### config.mk
export PLATFORM = sky130hd
export DESIGN_NAME = caliper_frame_decoder_unit
export DESIGN_NICKNAME = d
export VERILOG_FILES = /design/src/hdl/cfd_pkg.sv /design/src/hdl/cfd_frame.sv /design/src/hdl/cfd_convert.sv /design/src/hdl/caliper_frame_decoder_unit.sv
export VERILOG_INCLUDE_DIRS = /design/src /design/src/hdl
export SDC_FILE = /design/constraint.sdc
export NUM_CORES = 2
export LEC_CHECK = 0
export BUFFER_PORTS_ARGS = -buffer_cell sky130_fd_sc_hd__buf_4
export CAP_MARGIN = 20
export CORE_UTILIZATION = 40
export CTS_BUF_LIST = sky130_fd_sc_hd__clkbuf_8
export DETAILED_ROUTE_END_ITERATION = 8
export GPL_TIMING_DRIVEN = 0
export SLEW_MARGIN = 0
export SYNTH_ARGS = -nofsm -noshare
export SYNTH_HDL_FRONTEND = slang
export SYNTH_SLANG_ARGS = --single-unit
### constraint.sdc
create_clock -name clk -period 12.8 [get_ports clk]
set_input_delay 0.64 -clock clk [delete_from_list [all_inputs] [get_ports clk]]
set_output_delay 0.64 -clock clk [all_outputs]
set_load 0.02 [all_outputs]
### src/hdl/caliper_frame_decoder_unit_macros.svh
// assertion helpers shared by the decoder modules
`ifndef CALIPER_FRAME_DECODER_UNIT_MACROS_SVH
`define CALIPER_FRAME_DECODER_UNIT_MACROS_SVH

`ifndef SYNTHESIS

`define CFD_ASSERT_ALWAYS(label, clk, rst_n, expr) \
    label: assert property (@(posedge clk) disable iff (!rst_n) (expr)) \
        else $error("caliper decoder assertion failed");

`define CFD_ASSERT_IMPL(label, clk, rst_n, ante, cons) \
    label: assert property (@(posedge clk) disable iff (!rst_n) (ante) |-> (cons)) \
        else $error("caliper decoder assertion failed");

`define CFD_ASSERT_NEXT(label, clk, rst_n, ante, cons) \
    label: assert property (@(posedge clk) disable iff (!rst_n) (ante) |=> (cons)) \
        else $error("caliper decoder assertion failed");

`else

`define CFD_ASSERT_ALWAYS(label, clk, rst_n, expr)
`define CFD_ASSERT_IMPL(label, clk, rst_n, ante, cons)
`define CFD_ASSERT_NEXT(label, clk, rst_n, ante, cons)

`endif

`endif

### src/hdl/cfd_pkg.sv
package cfd_pkg;

    typedef enum logic [1:0]
    {
        REG_PROTOCOL_MODE,
        REG_CLOCK_ACTIVE_LEVEL,
        REG_DATA_INVERT,
        REG_UNIT_INCH
    } cfg_reg_t;

    typedef struct packed
    {
        logic protocol_mode;
        logic clock_active_level;
        logic data_invert;
        logic unit_inch;
    } cfg_t;

    typedef struct packed
    {
        logic [23:0] frame;
        logic        data_invert;
        logic        unit_inch;
    } frame_item_t;

    localparam logic [23:0] MASK_BIN6  = 24'hffffff;
    localparam logic [23:0] MASK_24BIT = 24'hfffff8;

    localparam logic [7:0] GAP_BIN6  = 8'd8;
    localparam logic [7:0] GAP_24BIT = 8'd25;

    localparam logic [5:0] FIRST_BIT_BIN6  = 6'd0;
    localparam logic [5:0] FIRST_BIT_24BIT = 6'd24;
    localparam logic [5:0] LAST_BIT_BIN6   = 6'd23;
    localparam logic [5:0] LAST_BIT_24BIT  = 6'd47;
    localparam logic [5:0] FRAME_BITS      = 6'd24;

    localparam int DIVIDEND_W  = 29;
    localparam int RECIP_W     = 28;
    localparam int PRODUCT_W   = 57;
    localparam int RECIP_SHIFT = 34;
    localparam int QUOT_W      = 21;

    // floor(2**34 / divisor), quotient estimate is low by at most one
    localparam logic [RECIP_W-1:0] RECIP_635 = 28'd27054912;
    localparam logic [RECIP_W-1:0] RECIP_100 = 28'd171798691;
    localparam logic [9:0]         DIV_635   = 10'd635;
    localparam logic [9:0]         DIV_100   = 10'd100;

    localparam logic [DIVIDEND_W-1:0] MM_TO_INCH_MUL = 29'd500;
    localparam logic [DIVIDEND_W-1:0] MM_TO_INCH_ADD = 29'd63;
    localparam logic [DIVIDEND_W-1:0] INCH_TO_MM_MUL = 29'd127;
    localparam logic [DIVIDEND_W-1:0] INCH_TO_MM_ADD = 29'd50;
    localparam logic [22:0]           INCH_STEP      = 23'd5;

    localparam logic [2:0] DECIMALS_MM   = 3'd2;
    localparam logic [2:0] DECIMALS_INCH = 3'd4;

    localparam logic signed [23:0] READING_LIMIT = 24'sd5242875;

endpackage

### src/hdl/cfd_frame.sv
`include "caliper_frame_decoder_unit_macros.svh"

module cfd_frame
(
    input  logic                 clk,
    input  logic                 rst_n,
    input  cfd_pkg::cfg_t        cfg,
    input  logic                 s_tvalid,
    output logic                 s_tready,
    input  logic [15:0]          s_tdata,
    output logic                 frm_valid,
    input  logic                 frm_ready,
    output cfd_pkg::frame_item_t frm_item
);
    import cfd_pkg::*;

    logic        in_valid_reg;
    logic        in_clock_reg;
    logic        in_data_reg;
    logic [7:0]  in_ticks_reg;

    logic        frame_active_reg;
    logic        frame_active_next;
    logic [5:0]  bit_count_reg;
    logic [5:0]  bit_count_next;
    logic [23:0] shift_word_reg;
    logic [23:0] shift_word_next;
    logic [23:0] last_frame_reg;
    logic [23:0] last_frame_next;
    logic        first_pending_reg;
    logic        first_pending_next;

    logic        frm_valid_reg;
    frame_item_t frm_item_reg;

    logic        process;
    logic [7:0]  gap;
    logic [5:0]  first_bit;
    logic [5:0]  last_bit;
    logic [23:0] mask;
    logic        arm;
    logic        active;
    logic        take;
    logic        done;
    logic        emit;
    logic [5:0]  count_a;
    logic [5:0]  count_inc;
    logic [5:0]  pos;
    logic [23:0] word_a;
    logic [23:0] word_take;
    logic [23:0] frame_word;
    logic [23:0] last_masked;

    assign process   = in_valid_reg && (!frm_valid_reg || frm_ready);
    assign s_tready  = !in_valid_reg || process;
    assign frm_valid = frm_valid_reg;
    assign frm_item  = frm_item_reg;

    always_comb
    begin
        gap       = cfg.protocol_mode ? GAP_24BIT : GAP_BIN6;
        first_bit = cfg.protocol_mode ? FIRST_BIT_24BIT : FIRST_BIT_BIN6;
        last_bit  = cfg.protocol_mode ? LAST_BIT_24BIT : LAST_BIT_BIN6;
        mask      = cfg.protocol_mode ? MASK_24BIT : MASK_BIN6;

        // gap test comes first, so the arming sample can carry bit zero
        arm     = !frame_active_reg && (in_ticks_reg > gap);
        active  = frame_active_reg || arm;
        count_a = arm ? 6'd0 : bit_count_reg;
        word_a  = arm ? 24'd0 : shift_word_reg;
        take    = active && (in_clock_reg == cfg.clock_active_level);

        pos       = count_a - first_bit;
        word_take = word_a;
        if ((count_a >= first_bit) && (pos < FRAME_BITS) && in_data_reg)
        begin
            word_take = word_a | (24'd1 << pos[4:0]);
        end

        count_inc   = count_a + 6'd1;
        done        = take && (count_inc > last_bit);
        frame_word  = word_take & mask;
        last_masked = last_frame_reg & mask;
        emit        = done && ((last_masked != frame_word) || first_pending_reg);

        frame_active_next  = done ? 1'b0 : active;
        bit_count_next     = done ? 6'd0 : (take ? count_inc : count_a);
        shift_word_next    = done ? 24'd0 : (take ? word_take : word_a);
        last_frame_next    = done ? (emit ? frame_word : last_masked) : last_frame_reg;
        first_pending_next = first_pending_reg && !emit;
    end

    always_ff @(posedge clk or negedge rst_n)
    begin
        if (!rst_n)
        begin
            in_valid_reg      <= 1'b0;
            frame_active_reg  <= 1'b0;
            bit_count_reg     <= 6'd0;
            shift_word_reg    <= 24'd0;
            last_frame_reg    <= 24'd0;
            first_pending_reg <= 1'b1;
            frm_valid_reg     <= 1'b0;
        end
        else
        begin
            if (s_tready)
            begin
                in_valid_reg <= s_tvalid;
            end
            if (process)
            begin
                frame_active_reg  <= frame_active_next;
                bit_count_reg     <= bit_count_next;
                shift_word_reg    <= shift_word_next;
                last_frame_reg    <= last_frame_next;
                first_pending_reg <= first_pending_next;
            end
            if (!frm_valid_reg || frm_ready)
            begin
                frm_valid_reg <= process && emit;
            end
        end
    end

    always_ff @(posedge clk)
    begin
        if (s_tvalid && s_tready)
        begin
            in_clock_reg <= s_tdata[0];
            in_data_reg  <= s_tdata[1];
            in_ticks_reg <= s_tdata[9:2];
        end
        if (process && emit)
        begin
            frm_item_reg.frame       <= frame_word;
            frm_item_reg.data_invert <= cfg.data_invert;
            frm_item_reg.unit_inch   <= cfg.unit_inch;
        end
    end

    `CFD_ASSERT_ALWAYS(a_count_range, clk, rst_n, bit_count_reg <= LAST_BIT_24BIT)
    `CFD_ASSERT_IMPL(a_idle_clean, clk, rst_n, !frame_active_reg, (bit_count_reg == 6'd0) && (shift_word_reg == 24'd0))
    `CFD_ASSERT_NEXT(a_first_sticky, clk, rst_n, !first_pending_reg, !first_pending_reg)

endmodule

### src/hdl/cfd_convert.sv
`include "caliper_frame_decoder_unit_macros.svh"

module cfd_convert
(
    input  logic                 clk,
    input  logic                 rst_n,
    input  logic                 in_valid,
    output logic                 in_ready,
    input  cfd_pkg::frame_item_t in_item,
    output logic                 out_valid,
    input  logic                 out_ready,
    output logic signed [23:0]   reading,
    output logic [2:0]           decimals
);
    import cfd_pkg::*;

    logic                  en_a;
    logic                  en_b;
    logic                  en_c;

    // stage a: unpack and dividend
    logic [23:0]           v_full;
    logic [19:0]           v;
    logic                  sel635;
    logic                  use_div;
    logic [DIVIDEND_W-1:0] dividend;
    logic [22:0]           direct;

    logic                  a_valid_reg;
    logic [DIVIDEND_W-1:0] a_dividend_reg;
    logic                  a_sel635_reg;
    logic                  a_use_div_reg;
    logic [22:0]           a_direct_reg;
    logic                  a_neg_reg;
    logic [2:0]            a_decimals_reg;

    // stage b: reciprocal multiply
    logic [PRODUCT_W-1:0]  product;

    logic                  b_valid_reg;
    logic [QUOT_W-1:0]     b_quot_reg;
    logic [DIVIDEND_W-1:0] b_dividend_reg;
    logic                  b_sel635_reg;
    logic                  b_use_div_reg;
    logic [22:0]           b_direct_reg;
    logic                  b_neg_reg;
    logic [2:0]            b_decimals_reg;

    // stage c: correction, scaling and sign
    logic [9:0]            divisor;
    logic [10:0]           divisor_x2;
    logic [30:0]           quot_times_div;
    logic [DIVIDEND_W-1:0] remainder;
    logic [QUOT_W-1:0]     quot;
    logic [22:0]           mag;
    logic [23:0]           mag_ext;

    logic                  c_valid_reg;
    logic signed [23:0]    reading_reg;
    logic [2:0]            decimals_reg;

    assign en_c      = !c_valid_reg || out_ready;
    assign en_b      = !b_valid_reg || en_c;
    assign en_a      = !a_valid_reg || en_b;
    assign in_ready  = en_a;
    assign out_valid = c_valid_reg;
    assign reading   = reading_reg;
    assign decimals  = decimals_reg;

    always_comb
    begin
        v_full  = in_item.frame ^ {24{in_item.data_invert}};
        v       = v_full[19:0];
        use_div = v_full[23] != in_item.unit_inch;
        sel635  = in_item.unit_inch;
        if (sel635)
        begin
            dividend = ({9'd0, v} * MM_TO_INCH_MUL) + MM_TO_INCH_ADD;
        end
        else
        begin
            dividend = ({9'd0, v} * INCH_TO_MM_MUL) + INCH_TO_MM_ADD;
        end
        direct = in_item.unit_inch ? ({3'd0, v} * INCH_STEP) : {3'd0, v};
    end

    assign product = PRODUCT_W'(a_dividend_reg) *
                     PRODUCT_W'(a_sel635_reg ? RECIP_635 : RECIP_100);

    always_comb
    begin
        divisor        = b_sel635_reg ? DIV_635 : DIV_100;
        divisor_x2     = {divisor, 1'b0};
        quot_times_div = 31'(b_quot_reg) * 31'(divisor);
        remainder      = b_dividend_reg - quot_times_div[DIVIDEND_W-1:0];
        quot           = (remainder >= DIVIDEND_W'(divisor)) ? (b_quot_reg + 21'd1) : b_quot_reg;
        if (!b_use_div_reg)
        begin
            mag = b_direct_reg;
        end
        else if (b_sel635_reg)
        begin
            mag = {2'd0, quot} * INCH_STEP;
        end
        else
        begin
            mag = {2'd0, quot};
        end
        mag_ext = {1'b0, mag};
    end

    always_ff @(posedge clk or negedge rst_n)
    begin
        if (!rst_n)
        begin
            a_valid_reg <= 1'b0;
            b_valid_reg <= 1'b0;
            c_valid_reg <= 1'b0;
        end
        else
        begin
            if (en_a)
            begin
                a_valid_reg <= in_valid;
            end
            if (en_b)
            begin
                b_valid_reg <= a_valid_reg;
            end
            if (en_c)
            begin
                c_valid_reg <= b_valid_reg;
            end
        end
    end

    always_ff @(posedge clk)
    begin
        if (en_a && in_valid)
        begin
            a_dividend_reg <= dividend;
            a_sel635_reg   <= sel635;
            a_use_div_reg  <= use_div;
            a_direct_reg   <= direct;
            a_neg_reg      <= v_full[20];
            a_decimals_reg <= in_item.unit_inch ? DECIMALS_INCH : DECIMALS_MM;
        end
        if (en_b && a_valid_reg)
        begin
            b_quot_reg     <= product[RECIP_SHIFT+QUOT_W-1:RECIP_SHIFT];
            b_dividend_reg <= a_dividend_reg;
            b_sel635_reg   <= a_sel635_reg;
            b_use_div_reg  <= a_use_div_reg;
            b_direct_reg   <= a_direct_reg;
            b_neg_reg      <= a_neg_reg;
            b_decimals_reg <= a_decimals_reg;
        end
        if (en_c && b_valid_reg)
        begin
            reading_reg  <= b_neg_reg ? $signed(24'd0 - mag_ext) : $signed(mag_ext);
            decimals_reg <= b_decimals_reg;
        end
    end

    `CFD_ASSERT_IMPL(a_remainder_range, clk, rst_n, b_valid_reg && b_use_div_reg, remainder < DIVIDEND_W'(divisor_x2))
    `CFD_ASSERT_IMPL(a_decimals_code, clk, rst_n, out_valid, (decimals == DECIMALS_MM) || (decimals == DECIMALS_INCH))
    `CFD_ASSERT_IMPL(a_reading_range, clk, rst_n, out_valid, (reading <= READING_LIMIT) && (reading >= -READING_LIMIT))

endmodule

### src/hdl/caliper_frame_decoder_unit.sv
// Caliper serial frame decoder. Each input transaction is one sample of the
// caliper clock and data lines with the 10 ms ticks since the previous sample;
// s_tdata holds clock_level in bit 0, data_level in bit 1 and elapsed_ticks in
// bits 9:2. A transaction is taken every cycle unless m_tready holds it back.
// The unit conversion is a three stage pipeline with one reciprocal
// multiplier. A registered reading leaves on m_tdata (reading in bits 23:0,
// decimals in bits 26:24) for the sample that completes a changed frame, or
// the first frame after reset. Unchanged frames produce nothing.
// Configuration is written through cfg_we/cfg_index/cfg_wdata; the user must
// do so only while no sample is in flight, as the block does not enforce it.
module caliper_frame_decoder_unit
(
    input  logic        clk,
    input  logic        rst_n,
    input  logic        cfg_we,
    input  logic [1:0]  cfg_index,
    input  logic        cfg_wdata,
    input  logic        s_tvalid,
    output logic        s_tready,
    input  logic [15:0] s_tdata,   // clock_level, data_level, elapsed_ticks
    output logic        m_tvalid,
    input  logic        m_tready,
    output logic [31:0] m_tdata    // reading, decimals
);
    import cfd_pkg::*;

    cfg_t               cfg_reg;
    logic               frm_valid;
    logic               frm_ready;
    frame_item_t        frm_item;
    logic signed [23:0] reading;
    logic [2:0]         decimals;

    always_ff @(posedge clk or negedge rst_n)
    begin
        if (!rst_n)
        begin
            cfg_reg <= '0;
        end
        else if (cfg_we)
        begin
            unique case (cfg_reg_t'(cfg_index))
                REG_PROTOCOL_MODE:      cfg_reg.protocol_mode      <= cfg_wdata;
                REG_CLOCK_ACTIVE_LEVEL: cfg_reg.clock_active_level <= cfg_wdata;
                REG_DATA_INVERT:        cfg_reg.data_invert        <= cfg_wdata;
                REG_UNIT_INCH:          cfg_reg.unit_inch          <= cfg_wdata;
            endcase
        end
    end

    cfd_frame u_frame
    (
        .clk       (clk),
        .rst_n     (rst_n),
        .cfg       (cfg_reg),
        .s_tvalid  (s_tvalid),
        .s_tready  (s_tready),
        .s_tdata   (s_tdata),
        .frm_valid (frm_valid),
        .frm_ready (frm_ready),
        .frm_item  (frm_item)
    );

    cfd_convert u_convert
    (
        .clk       (clk),
        .rst_n     (rst_n),
        .in_valid  (frm_valid),
        .in_ready  (frm_ready),
        .in_item   (frm_item),
        .out_valid (m_tvalid),
        .out_ready (m_tready),
        .reading   (reading),
        .decimals  (decimals)
    );

    assign m_tdata = {5'd0, decimals, reading};

endmodule
==> out/summary.md <==
STA puts the critical path data required time at 13,140 ps. A synthesized cell averages 10.2 um2. During synthesis, Yosys emitted a total of 0 warnings. The count of final hold-check violations was 0. The run gives 0.434 as the final standard cell utilization of the core.

The root buffer cell chosen for the clock tree is sky130_fd_sc_hd__clkbuf_8. Global-route wire length before repair: 184,000 um. For the clock insertion delay at the later pin of the skew report, the log shows 640 ps. The number of antenna violations at the first check in global routing was 0. The placer's final routability congestion estimate was 0.930; the die height was 333 um.

The library cells used most frequently in the layout, excluding fill and tap cells, are sky130_fd_sc_hd__inv_1, sky130_fd_sc_hd__fa_1, sky130_fd_sc_hd__ha_1, sky130_fd_sc_hd__nand2_1, sky130_fd_sc_hd__edfxtp_1. Dividing the detail-routed wire length by the instance count gives 19.8 um. Setup repair after global routing left no endpoint under its margin. Most common cell after layout, fill and taps aside: sky130_fd_sc_hd__inv_1.

The wire-length estimate of the detail-placed layout is 97,400 um. The fmax was 83.5 MHz; the largest net degree at the start of global routing was 68. Detailed routing inserted a total of 30,600 vias.

The synthesized design contains 258 register bits. The worst setup path is captured at a flip-flop. The count of nets left with antenna violations once routing finished came out at 0.

The most used cell along the critical path is sky130_fd_sc_hd__ha_1. Yosys mapped a number of flops with a built-in enable equal to 193. The net count of the finished layout is 5,792. The detailed router finished its first iteration with 2,089 violations.

The clock net in this run drives a total of 258 sinks. The flip-flop cell with the highest count after synthesis is sky130_fd_sc_hd__edfxtp_1. The sequential-to-total area share from yosys stat is 0.169. The total I/O pin count was 58; the largest buffer count on any clock path was 3. The die footprint was 111,000 um2; the total length of routed wires was 116,000 um.

The fraction of synthesis flops using an asynchronous set or reset pin is 0.252. Number of distinct standard cells referenced by the synthesized netlist: 100. The part of the cycle the worst path needs came out at 0.936.

The die is 333 um wide. The type of the worst min-delay path is in -> async. The logs give 109,000 um2 for the core footprint and 4 for the number of design rule violations left after detail routing. TritonCTS built the clock tree. The netlist area before placement was 43,800 um2. The tools report the number of global-route vias before repair as 31,800. Data arrives at the worst endpoint at 12,320 ps. Setup violations remaining at the end of the flow were counted as 0. In this run the register-to-register setup slack is 820 ps. The initialized floorplan defines 121 standard-cell rows.

For this run, the slowest stage of the critical path takes 500 ps. The count of port buffers added during placement was 45; the hold buffer count at cts was 0. Clock-pin slew was measured on the worst setup and hold paths at 70 ps.

The flow ran to the end, but the final reports show violations. For the initial standard-cell utilization of the core, the log shows 0.403. The run gives 0.214 as the total global routing track utilization.

For this design, the slowest cell found on the critical path is sky130_fd_sc_hd__fa_1. Before antenna repair, the detailed router went through 9 iterations. The layout cell share with drive strength beyond 1 works out to 0.0531. The final reports fail on design-rule violations.

Count of H-tree levels built during CTS: 2. Along the worst path, the maximum fanout reaches 13. The number of vias per cell after detailed routing is 5.21.

The kind of critical path was reg -> reg. The number of antenna diodes in the final layout is 0. Buffers inserted during clock tree synthesis total 42. The clock period minus worst slack was 11,980 ps; the headroom to the max-slew limit was 0.241. At the pin with the least slew margin, the transition time is 1130 ps.

Clock skew on the completed layout was measured at 52.0 ps. On the final layout, the worst hold slack is 119 ps. Max-cap violations in this run came to 0. The tools report the remaining global-route overflow as 0.

STA classifies the critical path startpoint as a flip-flop. The count of final max-slew check failures is 0, and the synthesis-to-layout area growth is 7.75%. Synthesis produced a netlist whose cell count is 4,285.
layer usage:
metal	vias up	share of wire	GRT usage
met4	0	0.025	0.0511
met2	859	0.47	0.352
met3	149	0.051	0.0248
met5	-	0	0
li1	14200	-	-
met1	15400	0.45	0.300
final timing paths:
path	start	end	cells after the start
worst max register to register	u_convert.b_decimals_reg[2]	u_convert.reading[22]	46
max in group asynchronous	rst_n	u_frame.shift_word_reg[15]	1
worst min-delay path	rst_n	u_frame.shift_word_reg[23]	1
worst max-delay path	u_convert.b_decimals_reg[2]	u_convert.reading[22]	46
min in group clk	s_tdata[0]	u_frame.in_clock_reg	1
worst min register to register	u_convert.a_direct_reg[0]	u_convert.b_direct_reg[0]	0
per-stage QoR:
| step | std cells | setup TNS, ps | worst slack (ps) | instance area, um2 |
|---|---|---|---|---|
| 6_report | 5874 | 0 | 823 | 47200 |
| 5_1_grt | 5874 | 0 | 9.40 | 47200 |
| 4_1_cts | 5871 | 0 | 78.1 | 47200 |
| 3_5_place_dp | 5792 | -6260 | -854 | 46200 |
| 3_3_place_gp | 5780 | -5460 | -764 | 46100 |
| 2_1_floorplan | 4321 | 0 | 2070 | 44000 |
worst max-delay path, delay by kind of cell, from the launching register on:
kind / cells / cell delay (ps)
adders and majority gates: 8 / 2960
buffers and inverters: 7 / 1390
DFF: 1 / 450
AOI/OAI and AO/OA: 16 / 3830
and+or+nand+nor: 11 / 2540
xor gates and xnor gates: 4 / 490
kinds of logic after synthesis:
logic type,share of synthesized area
multiplexers,0.00982
buffers and inverters,0.0901
adder cells (fa/ha/maj),0.504
flip-flops,0.169
XOR/XNOR,0.0442
AO/OA/AOI/OAI,0.0974
AND/OR/NAND/NOR,0.0850
other,0.000171
cell usage after synthesis (all sizes together) (10+ instances only):
cell type / number / area share
o21bai: 27 / 0.0046
inv: 955 / 0.082
xor2: 63 / 0.013
nand4: 20 / 0.0031
and3: 29 / 0.0041
o21a: 18 / 0.0031
a31oi: 23 / 0.0034
fa: 706 / 0.32
ha: 636 / 0.18
or2: 23 / 0.0033
o21ai: 148 / 0.017
buf: 21 / 0.0028
nor2: 148 / 0.013
o31ai: 16 / 0.0029
a211oi: 17 / 0.0029
a21o: 60 / 0.010
a21oi: 151 / 0.017
a22o: 23 / 0.0046
o211ai: 21 / 0.0036
nand2b: 41 / 0.0059
clkbuf: 63 / 0.0054
mux2: 24 / 0.0062
or3: 13 / 0.0019
mux2i: 16 / 0.0037
nor4: 10 / 0.0014
nor2b: 32 / 0.0046
xnor2: 158 / 0.032
o41ai: 11 / 0.0037
nand3: 59 / 0.0067
dfrtp: 64 / 0.037
nor3: 64 / 0.0075
edfxtp: 193 / 0.13
a31o: 11 / 0.0022
a22oi: 11 / 0.0020
nand2: 240 / 0.021
and2: 34 / 0.0049
repair_timing:
item / 4_1_cts / 5_1_grt
resized for setup: 4 / 6
endpoints found under the setup margin: 14 / 14
setup buffers: 1 / 0
final cells by class:
type	instances	area, um2
Fill cell	10500	61500
Multi-Input combinational cell	3023	32600
Sequential cell	258	7420
Inverter	956	3590
Tap cell	1414	1770
Clock buffer	45	619
Timing Repair Buffer	63	546
Buffer	82	360
Clock inverter	33	284
Power is left out: the tool's default activity adds up to more than one toggle a clock period on the data nets, which glitch-free logic cannot reach.
